`config.mk`:
```
export PLATFORM = sky130hd
export DESIGN_NAME = pid_controller_step
export DESIGN_NICKNAME = d
export VERILOG_FILES = /design/src/rtl/core/pidc_pkg.sv /design/src/rtl/core/pidc_ctrl.sv /design/src/rtl/core/pidc_dpath.sv /design/src/rtl/core/pid_controller_step.sv
export SDC_FILE = /design/constraint.sdc
export NUM_CORES = 2
export LEC_CHECK = 0
export BUFFER_PORTS_ARGS = -buffer_cell sky130_fd_sc_hd__buf_2
export CORE_MARGIN = 2
export CORE_UTILIZATION = 45
export DETAILED_ROUTE_END_ITERATION = 7
export GPL_TIMING_DRIVEN = 0
export PLACE_DENSITY = 0.59
export SETUP_SLACK_MARGIN = 0.15
export SLEW_MARGIN = 5
export SYNTH_ARGS = -nofsm -noshare
export SYNTH_HDL_FRONTEND = slang
export SYNTH_HIERARCHICAL = 1
export SYNTH_SLANG_ARGS = --single-unit
```
`constraint.sdc`:
```
create_clock -name clk_i -period 30.8 [get_ports clk_i]
set_input_delay 3.08 -clock clk_i [delete_from_list [all_inputs] [get_ports clk_i]]
set_output_delay 3.08 -clock clk_i [all_outputs]
set_load 0.03 [all_outputs]
```
`src/rtl/core/pidc_pkg.sv`:
```
`timescale 1ns / 1ps

package pidc_pkg;

  localparam int unsigned CfgIndexW = 3;

  localparam logic [CfgIndexW-1:0] RegKp     = 3'd0;
  localparam logic [CfgIndexW-1:0] RegKi     = 3'd1;
  localparam logic [CfgIndexW-1:0] RegKd     = 3'd2;
  localparam logic [CfgIndexW-1:0] RegOutLim = 3'd3;
  localparam logic [CfgIndexW-1:0] RegIntLim = 3'd4;

  localparam logic FuncUpdate = 1'b0;
  localparam logic FuncReset  = 1'b1;

  typedef enum logic [3:0] {
    DP_NONE,
    DP_LOAD,
    DP_CLEAR,
    DP_SKIP,
    DP_ERR,
    DP_MUL_ED,
    DP_INTEG,
    DP_MUL_P,
    DP_MUL_I,
    DP_MUL_D,
    DP_ACC,
    DP_DERIV,
    DP_FINISH
  } dp_op_e;

  typedef enum logic [3:0] {
    ST_IDLE,
    ST_DECODE,
    ST_MUL_ED,
    ST_INTEG,
    ST_MUL_P,
    ST_ACC_P,
    ST_MUL_I,
    ST_ACC_I,
    ST_WAIT_DIV,
    ST_MUL_D,
    ST_ACC_D,
    ST_FINISH
  } ctrl_state_e;

  typedef struct packed {
    dp_op_e op;
  } dp_cmd_t;

  typedef struct packed {
    logic func;
    logic dt_zero;
    logic div_busy;
  } dp_status_t;

endpackage

```
`src/rtl/core/pidc_ctrl.sv`:
```
`timescale 1ns / 1ps

module pidc_ctrl import pidc_pkg::*; (
  input  logic       clk_i,
  input  logic       rst_ni,
  input  logic       in_valid_i,
  output logic       in_stall_o,
  output logic       out_valid_o,
  input  logic       out_stall_i,
  output dp_cmd_t    cmd_o,
  input  dp_status_t sts_i
);

  ctrl_state_e state_q, state_d;
  logic        out_valid_q, out_valid_d;
  logic        out_set;
  logic        out_free;

  always_ff @(posedge clk_i or negedge rst_ni) begin
    if (!rst_ni) begin
      state_q     <= ST_IDLE;
      out_valid_q <= 1'b0;
    end else begin
      state_q     <= state_d;
      out_valid_q <= out_valid_d;
    end
  end

  assign out_free = !out_valid_q || !out_stall_i;

  always_comb begin
    state_d   = state_q;
    cmd_o.op  = DP_NONE;
    out_set   = 1'b0;
    case (state_q)
      ST_IDLE: begin
        if (in_valid_i) begin
          cmd_o.op = DP_LOAD;
          state_d  = ST_DECODE;
        end
      end
      ST_DECODE: begin
        if (sts_i.func == FuncReset) begin
          if (out_free) begin
            cmd_o.op = DP_CLEAR;
            out_set  = 1'b1;
            state_d  = ST_IDLE;
          end
        end else if (sts_i.dt_zero) begin
          if (out_free) begin
            cmd_o.op = DP_SKIP;
            out_set  = 1'b1;
            state_d  = ST_IDLE;
          end
        end else begin
          cmd_o.op = DP_ERR;
          state_d  = ST_MUL_ED;
        end
      end
      ST_MUL_ED: begin
        cmd_o.op = DP_MUL_ED;
        state_d  = ST_INTEG;
      end
      ST_INTEG: begin
        cmd_o.op = DP_INTEG;
        state_d  = ST_MUL_P;
      end
      ST_MUL_P: begin
        cmd_o.op = DP_MUL_P;
        state_d  = ST_ACC_P;
      end
      ST_ACC_P: begin
        cmd_o.op = DP_ACC;
        state_d  = ST_MUL_I;
      end
      ST_MUL_I: begin
        cmd_o.op = DP_MUL_I;
        state_d  = ST_ACC_I;
      end
      ST_ACC_I: begin
        cmd_o.op = DP_ACC;
        state_d  = ST_WAIT_DIV;
      end
      ST_WAIT_DIV: begin
        if (!sts_i.div_busy) begin
          cmd_o.op = DP_DERIV;
          state_d  = ST_MUL_D;
        end
      end
      ST_MUL_D: begin
        cmd_o.op = DP_MUL_D;
        state_d  = ST_ACC_D;
      end
      ST_ACC_D: begin
        cmd_o.op = DP_ACC;
        state_d  = ST_FINISH;
      end
      ST_FINISH: begin
        if (out_free) begin
          cmd_o.op = DP_FINISH;
          out_set  = 1'b1;
          state_d  = ST_IDLE;
        end
      end
      default: begin
        state_d = ST_IDLE;
      end
    endcase
  end

  always_comb begin
    out_valid_d = out_valid_q;
    if (out_valid_q && !out_stall_i) begin
      out_valid_d = 1'b0;
    end
    if (out_set) begin
      out_valid_d = 1'b1;
    end
  end

  assign in_stall_o  = (state_q != ST_IDLE);
  assign out_valid_o = out_valid_q;

endmodule

```
`src/rtl/core/pidc_dpath.sv`:
```
`timescale 1ns / 1ps

module pidc_dpath import pidc_pkg::*; (
  input  logic                 clk_i,
  input  logic                 rst_ni,
  input  dp_cmd_t              cmd_i,
  output dp_status_t           sts_o,
  input  logic                 func_i,
  input  logic signed [31:0]   target_i,
  input  logic signed [31:0]   actual_i,
  input  logic [15:0]          dt_i,
  input  logic                 cfg_valid_i,
  input  logic [CfgIndexW-1:0] cfg_index_i,
  input  logic [31:0]          cfg_data_i,
  output logic signed [31:0]   drive_o,
  output logic                 skipped_o
);

  localparam logic [5:0] DivSteps = 6'd48;

  function automatic logic signed [31:0] sat48(input logic signed [47:0] v);
    logic fits;
    fits = (&v[47:31]) || !(|v[47:31]);
    if (fits) begin
      return v[31:0];
    end else if (v[47]) begin
      return 32'sh8000_0000;
    end else begin
      return 32'sh7FFF_FFFF;
    end
  endfunction

  function automatic logic signed [31:0] clamp_sym(input logic signed [31:0] v,
                                                   input logic [30:0] lim);
    logic signed [32:0] vx;
    logic signed [32:0] lx;
    logic signed [32:0] nx;
    vx = {v[31], v};
    lx = {2'b00, lim};
    nx = -lx;
    if (vx > lx) begin
      return {1'b0, lim};
    end else if (vx < nx) begin
      return nx[31:0];
    end else begin
      return v;
    end
  endfunction

  // configuration
  logic signed [31:0] kp_q, ki_q, kd_q;
  logic [30:0]        out_lim_q, int_lim_q;

  // item and working registers
  logic               func_q;
  logic signed [31:0] tgt_q, act_q;
  logic [15:0]        dt_q;
  logic signed [31:0] err_q, integ_q, deriv_q;
  logic signed [63:0] prod_q;
  logic signed [33:0] sum_q;
  logic signed [31:0] acc_q, prev_q;
  logic signed [31:0] drive_q;
  logic               skipped_q;

  // divider
  logic [47:0] div_num_q;
  logic [15:0] div_rem_q;
  logic [5:0]  div_cnt_q;
  logic        div_busy_q;
  logic        div_neg_q;

  logic signed [31:0] mul_a, mul_b;
  logic signed [63:0] mul_p;
  logic signed [47:0] term;
  logic signed [31:0] term_sat;
  logic signed [32:0] err_diff;
  logic signed [32:0] integ_sum;
  logic signed [32:0] dev;
  logic [32:0]        dev_mag;
  logic [16:0]        div_shift;
  logic [17:0]        div_diff;
  logic               div_ge;
  logic [47:0]        quo;
  logic [31:0]        quo_neg;
  logic signed [31:0] deriv_d;

  always_ff @(posedge clk_i or negedge rst_ni) begin
    if (!rst_ni) begin
      kp_q      <= '0;
      ki_q      <= '0;
      kd_q      <= '0;
      out_lim_q <= '1;
      int_lim_q <= '1;
    end else if (cfg_valid_i) begin
      case (cfg_index_i)
        RegKp:     kp_q      <= cfg_data_i;
        RegKi:     ki_q      <= cfg_data_i;
        RegKd:     kd_q      <= cfg_data_i;
        RegOutLim: out_lim_q <= cfg_data_i[30:0];
        RegIntLim: int_lim_q <= cfg_data_i[30:0];
        default: begin
        end
      endcase
    end
  end

  // shared multiplier operand select
  always_comb begin
    mul_a = kp_q;
    mul_b = err_q;
    case (cmd_i.op)
      DP_MUL_ED: begin
        mul_a = err_q;
        mul_b = {16'h0000, dt_q};
      end
      DP_MUL_I: begin
        mul_a = ki_q;
        mul_b = integ_q;
      end
      DP_MUL_D: begin
        mul_a = kd_q;
        mul_b = deriv_q;
      end
      default: begin
        mul_a = kp_q;
        mul_b = err_q;
      end
    endcase
  end

  assign mul_p     = mul_a * mul_b;
  assign term      = $signed(prod_q[63:16]);
  assign term_sat  = sat48(term);
  assign err_diff  = {tgt_q[31], tgt_q} - {act_q[31], act_q};
  assign integ_sum = {acc_q[31], acc_q} + {term[31], term[31:0]};
  assign dev       = {err_q[31], err_q} - {prev_q[31], prev_q};
  assign dev_mag   = dev[32] ? -dev : dev;

  assign div_shift = {div_rem_q, div_num_q[47]};
  assign div_diff  = {1'b0, div_shift} - {2'b00, dt_q};
  assign div_ge    = !div_diff[17];

  assign quo     = div_num_q;
  assign quo_neg = -quo[31:0];

  always_comb begin
    if (!div_neg_q) begin
      deriv_d = (|quo[47:31]) ? 32'sh7FFF_FFFF : quo[31:0];
    end else if ((|quo[47:32]) || (quo[31] && (|quo[30:0]))) begin
      deriv_d = 32'sh8000_0000;
    end else begin
      deriv_d = quo_neg;
    end
  end

  always_ff @(posedge clk_i or negedge rst_ni) begin
    if (!rst_ni) begin
      acc_q      <= '0;
      prev_q     <= '0;
      div_busy_q <= 1'b0;
      div_cnt_q  <= '0;
    end else begin
      case (cmd_i.op)
        DP_CLEAR: begin
          acc_q  <= '0;
          prev_q <= '0;
        end
        DP_FINISH: begin
          acc_q  <= clamp_sym(integ_q, int_lim_q);
          prev_q <= err_q;
        end
        default: begin
        end
      endcase
      if (cmd_i.op == DP_INTEG) begin
        div_busy_q <= 1'b1;
        div_cnt_q  <= DivSteps;
      end else if (div_busy_q) begin
        div_cnt_q <= div_cnt_q - 6'd1;
        if (div_cnt_q == 6'd1) begin
          div_busy_q <= 1'b0;
        end
      end
    end
  end

  always_ff @(posedge clk_i) begin
    case (cmd_i.op)
      DP_LOAD: begin
        func_q <= func_i;
        tgt_q  <= target_i;
        act_q  <= actual_i;
        dt_q   <= dt_i;
      end
      DP_CLEAR: begin
        drive_q   <= '0;
        skipped_q <= 1'b0;
      end
      DP_SKIP: begin
        drive_q   <= '0;
        skipped_q <= 1'b1;
      end
      DP_ERR: begin
        err_q <= sat48({{15{err_diff[32]}}, err_diff});
        sum_q <= '0;
      end
      DP_MUL_ED, DP_MUL_P, DP_MUL_I, DP_MUL_D: begin
        prod_q <= mul_p;
      end
      DP_INTEG: begin
        integ_q <= sat48({{15{integ_sum[32]}}, integ_sum});
      end
      DP_ACC: begin
        sum_q <= sum_q + {{2{term_sat[31]}}, term_sat};
      end
      DP_DERIV: begin
        deriv_q <= deriv_d;
      end
      DP_FINISH: begin
        drive_q   <= clamp_sym(sat48({{14{sum_q[33]}}, sum_q}), out_lim_q);
        skipped_q <= 1'b0;
      end
      default: begin
      end
    endcase
    // restoring divide of |error delta| * 2^16 by dt, one quotient bit per cycle
    if (cmd_i.op == DP_INTEG) begin
      div_num_q <= {dev_mag[31:0], 16'h0000};
      div_rem_q <= '0;
      div_neg_q <= dev[32];
    end else if (div_busy_q) begin
      div_num_q <= {div_num_q[46:0], div_ge};
      div_rem_q <= div_ge ? div_diff[15:0] : div_shift[15:0];
    end
  end

  assign sts_o.func     = func_q;
  assign sts_o.dt_zero  = (dt_q == '0);
  assign sts_o.div_busy = div_busy_q;

  assign drive_o   = drive_q;
  assign skipped_o = skipped_q;

endmodule

```
`src/rtl/core/pid_controller_step.sv`:
```
`timescale 1ns / 1ps
// fixed-point pid step, signed q16.16, dt unsigned q0.16
// input channel: in_valid_i / in_stall_o with func_i, target_i, actual_i, dt_i;
//   a word is taken when valid is high and stall is low
// output channel: out_valid_o / out_stall_i with drive_o, skipped_o
// config channel: cfg_valid_i / cfg_ready_o, cfg_index_i selects kp, ki, kd,
//   output limit or integral limit; ready is always high, write only when idle
// one item at a time: in_stall_o is high from acceptance until the result
//   is loaded into the output register
// reset and zero-dt words load their result from the decode state once the output
//   register is free, and the controller then returns to idle for the next word
// an update word passes decode, the error*dt product, the integral, the proportional and
//   integral products, a wait for the divider, the derivative product and finish; the
//   48-step serial divider that forms the derivative sets its pace, and the shared 32x32
//   multiplier runs the proportional and integral products while the divider works
// a result waiting in the output register does not block the next accept;
//   the next result waits until the held word is taken
// while the receiver stalls, out_valid_o and the result word hold
// reset clears gains, sets both limits to full scale and clears the integral
//   and the previous error; no result is pending after reset

module pid_controller_step import pidc_pkg::*; (
  input  logic                 clk_i,
  input  logic                 rst_ni,
  input  logic                 in_valid_i,
  output logic                 in_stall_o,
  input  logic                 func_i,
  input  logic signed [31:0]   target_i,
  input  logic signed [31:0]   actual_i,
  input  logic [15:0]          dt_i,
  output logic                 out_valid_o,
  input  logic                 out_stall_i,
  output logic signed [31:0]   drive_o,
  output logic                 skipped_o,
  input  logic                 cfg_valid_i,
  output logic                 cfg_ready_o,
  input  logic [CfgIndexW-1:0] cfg_index_i,
  input  logic [31:0]          cfg_data_i
);

  dp_cmd_t    cmd;
  dp_status_t sts;

  assign cfg_ready_o = 1'b1;

  pidc_ctrl u_ctrl (
    .clk_i       (clk_i),
    .rst_ni      (rst_ni),
    .in_valid_i  (in_valid_i),
    .in_stall_o  (in_stall_o),
    .out_valid_o (out_valid_o),
    .out_stall_i (out_stall_i),
    .cmd_o       (cmd),
    .sts_i       (sts)
  );

  pidc_dpath u_dpath (
    .clk_i       (clk_i),
    .rst_ni      (rst_ni),
    .cmd_i       (cmd),
    .sts_o       (sts),
    .func_i      (func_i),
    .target_i    (target_i),
    .actual_i    (actual_i),
    .dt_i        (dt_i),
    .cfg_valid_i (cfg_valid_i),
    .cfg_index_i (cfg_index_i),
    .cfg_data_i  (cfg_data_i),
    .drive_o     (drive_o),
    .skipped_o   (skipped_o)
  );

endmodule

```
==> impl_metrics.toml <==
[outcome]
status = "complete, but fails checks"
violations = "capacitance limit, slew limit"

[clock_tree]
clk_pin_slew_ns = 0.06
clock_path_buffers = 3
post-cts-setup-buffers = 0
hold_buffers = 0
post_cts_resize_count = 0
cts_tree = "yes"
numCtsBuffers = 66
cts_root_buf = "clkbuf_16"
cts-htree-levels = 3
insertion_delay_ns = 0.69
cts.sinks = 591

[drt]
top_layer = "met5"
vias = 59200
routed_via_density = 5.79
wl_met3_um = 25600
wl_met1_um = 115000
ant_nets = 0
met2WireLength_um = 125000
wire_per_inst_um = 27.6
finalWirelength_um = 282000
dr.pass1.iters = 6
drt_iter0_drc = 5973
drc = 0

[critical_path]
crit_start = "out_stall_i"
cp_common_cell = "fa_1"
slowest_stage = "clkbuf_1"
crit_type = "primary input to register"
rr_worst_depth = 44
reg2reg_from = "u_dpath/dt_q[13]$_DFFE_PN_"
worstPathMaxFanout = 10
cp.required_ns = 31.23
r2r-end = "u_dpath/prod_q[61]$_DFFE_PP_"
r2r_slack_ns = 15.64
cp.arrival_ns = 17.16
critPathLaunchType = "primary input"
critPathMaxStageDelay_ns = 1.17
cp-end-kind = "register"

[worst_hold_path]
hp-class = "register to register"
hold_depth = 2
hold_end = "u_dpath/div_rem_q[3]$_SDFFE_PP0P_"
min_from = "u_dpath/div_rem_q[3]$_SDFFE_PP0P_"

[timing]
finalHoldViolCount = 0
finalMaxSlewViolations = 21
finalCriticalPeriod_ns = 16.73
clock.fmax_mhz = 59.8
timing.slew.headroom_pct = -0.649
setup-tns-final_ns = 0
final.setup_skew_ns = 0.0617
worst_pin_slew_ns = 1.51
rsz0062_at_grt = "no"
finalSetupViolations = 0
period_share_pct = 54.3

[placement]
dp_cells = 10100
hpwl_um = 232000
port_buffers = 155
routabilityCongestion = 1.01

[global_routing]
globalRouteTotalUtil_pct = 34.6
grt_max_degree = 88
grt_pass1_wl_um = 408000
antenna_found_initial = 19
grt_pass1_vias = 59900
grt.overflow.total = 0

[synthesis]
syn_area_um2 = 72400
synth_top_area_share_pct = 30.0
synth-edff-count = 325
synth.area.top_cells = "fa_1, edfxtp_1, ha_1"
syn_nets = 9411
synth_cells = 7747
synth.avg_cell_area_um2 = 9.35
ys.flop_type = "edfxtp_1"
ys_async_sr_fraction_pct = 39.6
synth_area_leader_cell = "fa_1"
seq_area_frac_synth_pct = 22.6
ys_types = 99
ys_warn_count = 6
synth_seq_cells = 591

[layout]
n_fill_cell = 15400
layout.nets = 9655
final_cells = 10200
final_layout_size_suffix_gt1_share_pct = 6.89
syn_to_final_growth_pct = 8.40

[run]
cap_viol_max_count = 2

[floorplanning]
die_h_um = 405
dieArea_um2 = 164000
die_w_um = 405
start_util_pct = 45.2
core_um2 = 160000
ios = 157
num_rows = 147
## sequential cells by signal (all words and copies together) (netlist names), 32 cells and up
| name | count |
|---|---|
| u_dpath/div_num_q | 48 |
| u_dpath/prod_q | 48 |
| u_dpath/sum_q | 34 |
| u_dpath/acc_q | 32 |
| u_dpath/act_q | 32 |
| u_dpath/deriv_q | 32 |
| u_dpath/drive_o | 32 |
| u_dpath/err_q | 32 |
| u_dpath/integ_q | 32 |
| u_dpath/kd_q | 32 |
| u_dpath/ki_q | 32 |
| u_dpath/kp_q | 32 |
| u_dpath/prev_q | 32 |
| u_dpath/tgt_q | 32 |
## critical path: cells and delay by family
family,cells,cell delay (ns)
simple gates,8,2.05
xor+xnor,1,0.11
fa+ha+maj,9,4.29
buf+inv,14,3.94
compound gates,11,3.64
## layer usage
layer  up-vias  GRT usage, %
met4        18          16.9
met2      2828          52.9
met5         -          1.13
met3       663          7.28
li1      25600             -
met1     30000          46.7
## cell families after synthesis
family	count (synthesis)	share of synthesized area (%)
and+or+nand+nor	2437	14.9
buffers and inverters	1603	8.41
other	1	0.00518
xor gates and xnor gates	268	3.24
muxes	198	2.97
adders and majority gates	1554	38.1
AOI/OAI and AO/OA	1095	9.86
DFF	591	22.6
## how the worst max path moves through the flow
stage | end | slack, ns
floorplan | u_dpath/prod_q[61]$_DFFE_PP_ | 17.50
global placement | u_dpath/prod_q[61]$_DFFE_PP_ | 13.80
detailed placement | u_dpath/prod_q[61]$_DFFE_PP_ | 13.73
CTS | u_dpath/prod_q[61]$_DFFE_PP_ | 14.41
global route | u_dpath/prod_q[61]$_DFFE_PP_ | 13.77
finish | u_dpath/prod_q[61]$_DFFE_PP_ | 14.07
## area by class of cell
type / instances / area [um^2] / area share, %
clock buffers: 88 / 1790 / 2.28
clock inverters: 34 / 443 / 0.564
inverters: 1231 / 4620 / 5.89
well taps: 2160 / 2700 / 3.44
diodes: 7 / 17.5 / 0.0223
repair buffers: 176 / 1060 / 1.35
flip-flops and latches: 591 / 16300 / 20.8
plain buffers: 372 / 1470 / 1.88
multi-input cells: 5553 / 50000 / 63.8
## cells in the mapped netlist, drive strengths merged, types with 15 or more instances
master  instances
inv          1229
fa           1086
nand2         991
nor2          808
ha            457
clkbuf        334
edfxtp        325
a21oi         268
o21ai         257
a21o          173
dfrtp         172
xnor2         172
mux2          134
nor3          105
nand4         100
xor2           96
nand3          82
mux2i          64
dfstp          62
nor4           53
and4           50
nand2b         47
a22oi          44
nor2b          41
o21a           41
or3            40
a22o           39
a31oi          38
buf            38
dfxtp          32
and2           29
o311ai         27
and3           25
or2            25
o21bai         23
a211oi         19
o211ai         16
a21boi         15
## stage by stage
stage               worst slack (ns)  util [%]  instance area [um^2]  hold slack [ns]
floorplan                      17.50         -                 72400            0.434
global placement               13.80      47.4                 75900            0.453
detailed placement             13.73      47.6                 76200            0.456
CTS                            14.41      49.0                 78400            0.467
global route                   13.77      49.0                 78500            0.480
finish                         14.07      49.0                 78500            0.469
## layout by cell type, fill, tap and decap left out, types with 67 or more instances in the layout
| cell | count |
|---|---|
| clkbuf_1 | 347 |
| a21o_1 | 172 |
| a21oi_1 | 268 |
| fa_1 | 1085 |
| nor2_1 | 807 |
| inv_1 | 1228 |
| xnor2_1 | 172 |
| mux2_2 | 134 |
| buf_2 | 159 |
| o21ai_0 | 252 |
| nor3_1 | 102 |
| ha_1 | 457 |
| dfrtp_1 | 172 |
| edfxtp_1 | 325 |
| xor2_1 | 96 |
| nand4_1 | 100 |
| nand3_1 | 82 |
| clkbuf_16 | 67 |
| nand2_1 | 988 |
Power is left out: the tool's default activity adds up to more than one toggle a clock period on the data nets, which glitch-free logic cannot reach.
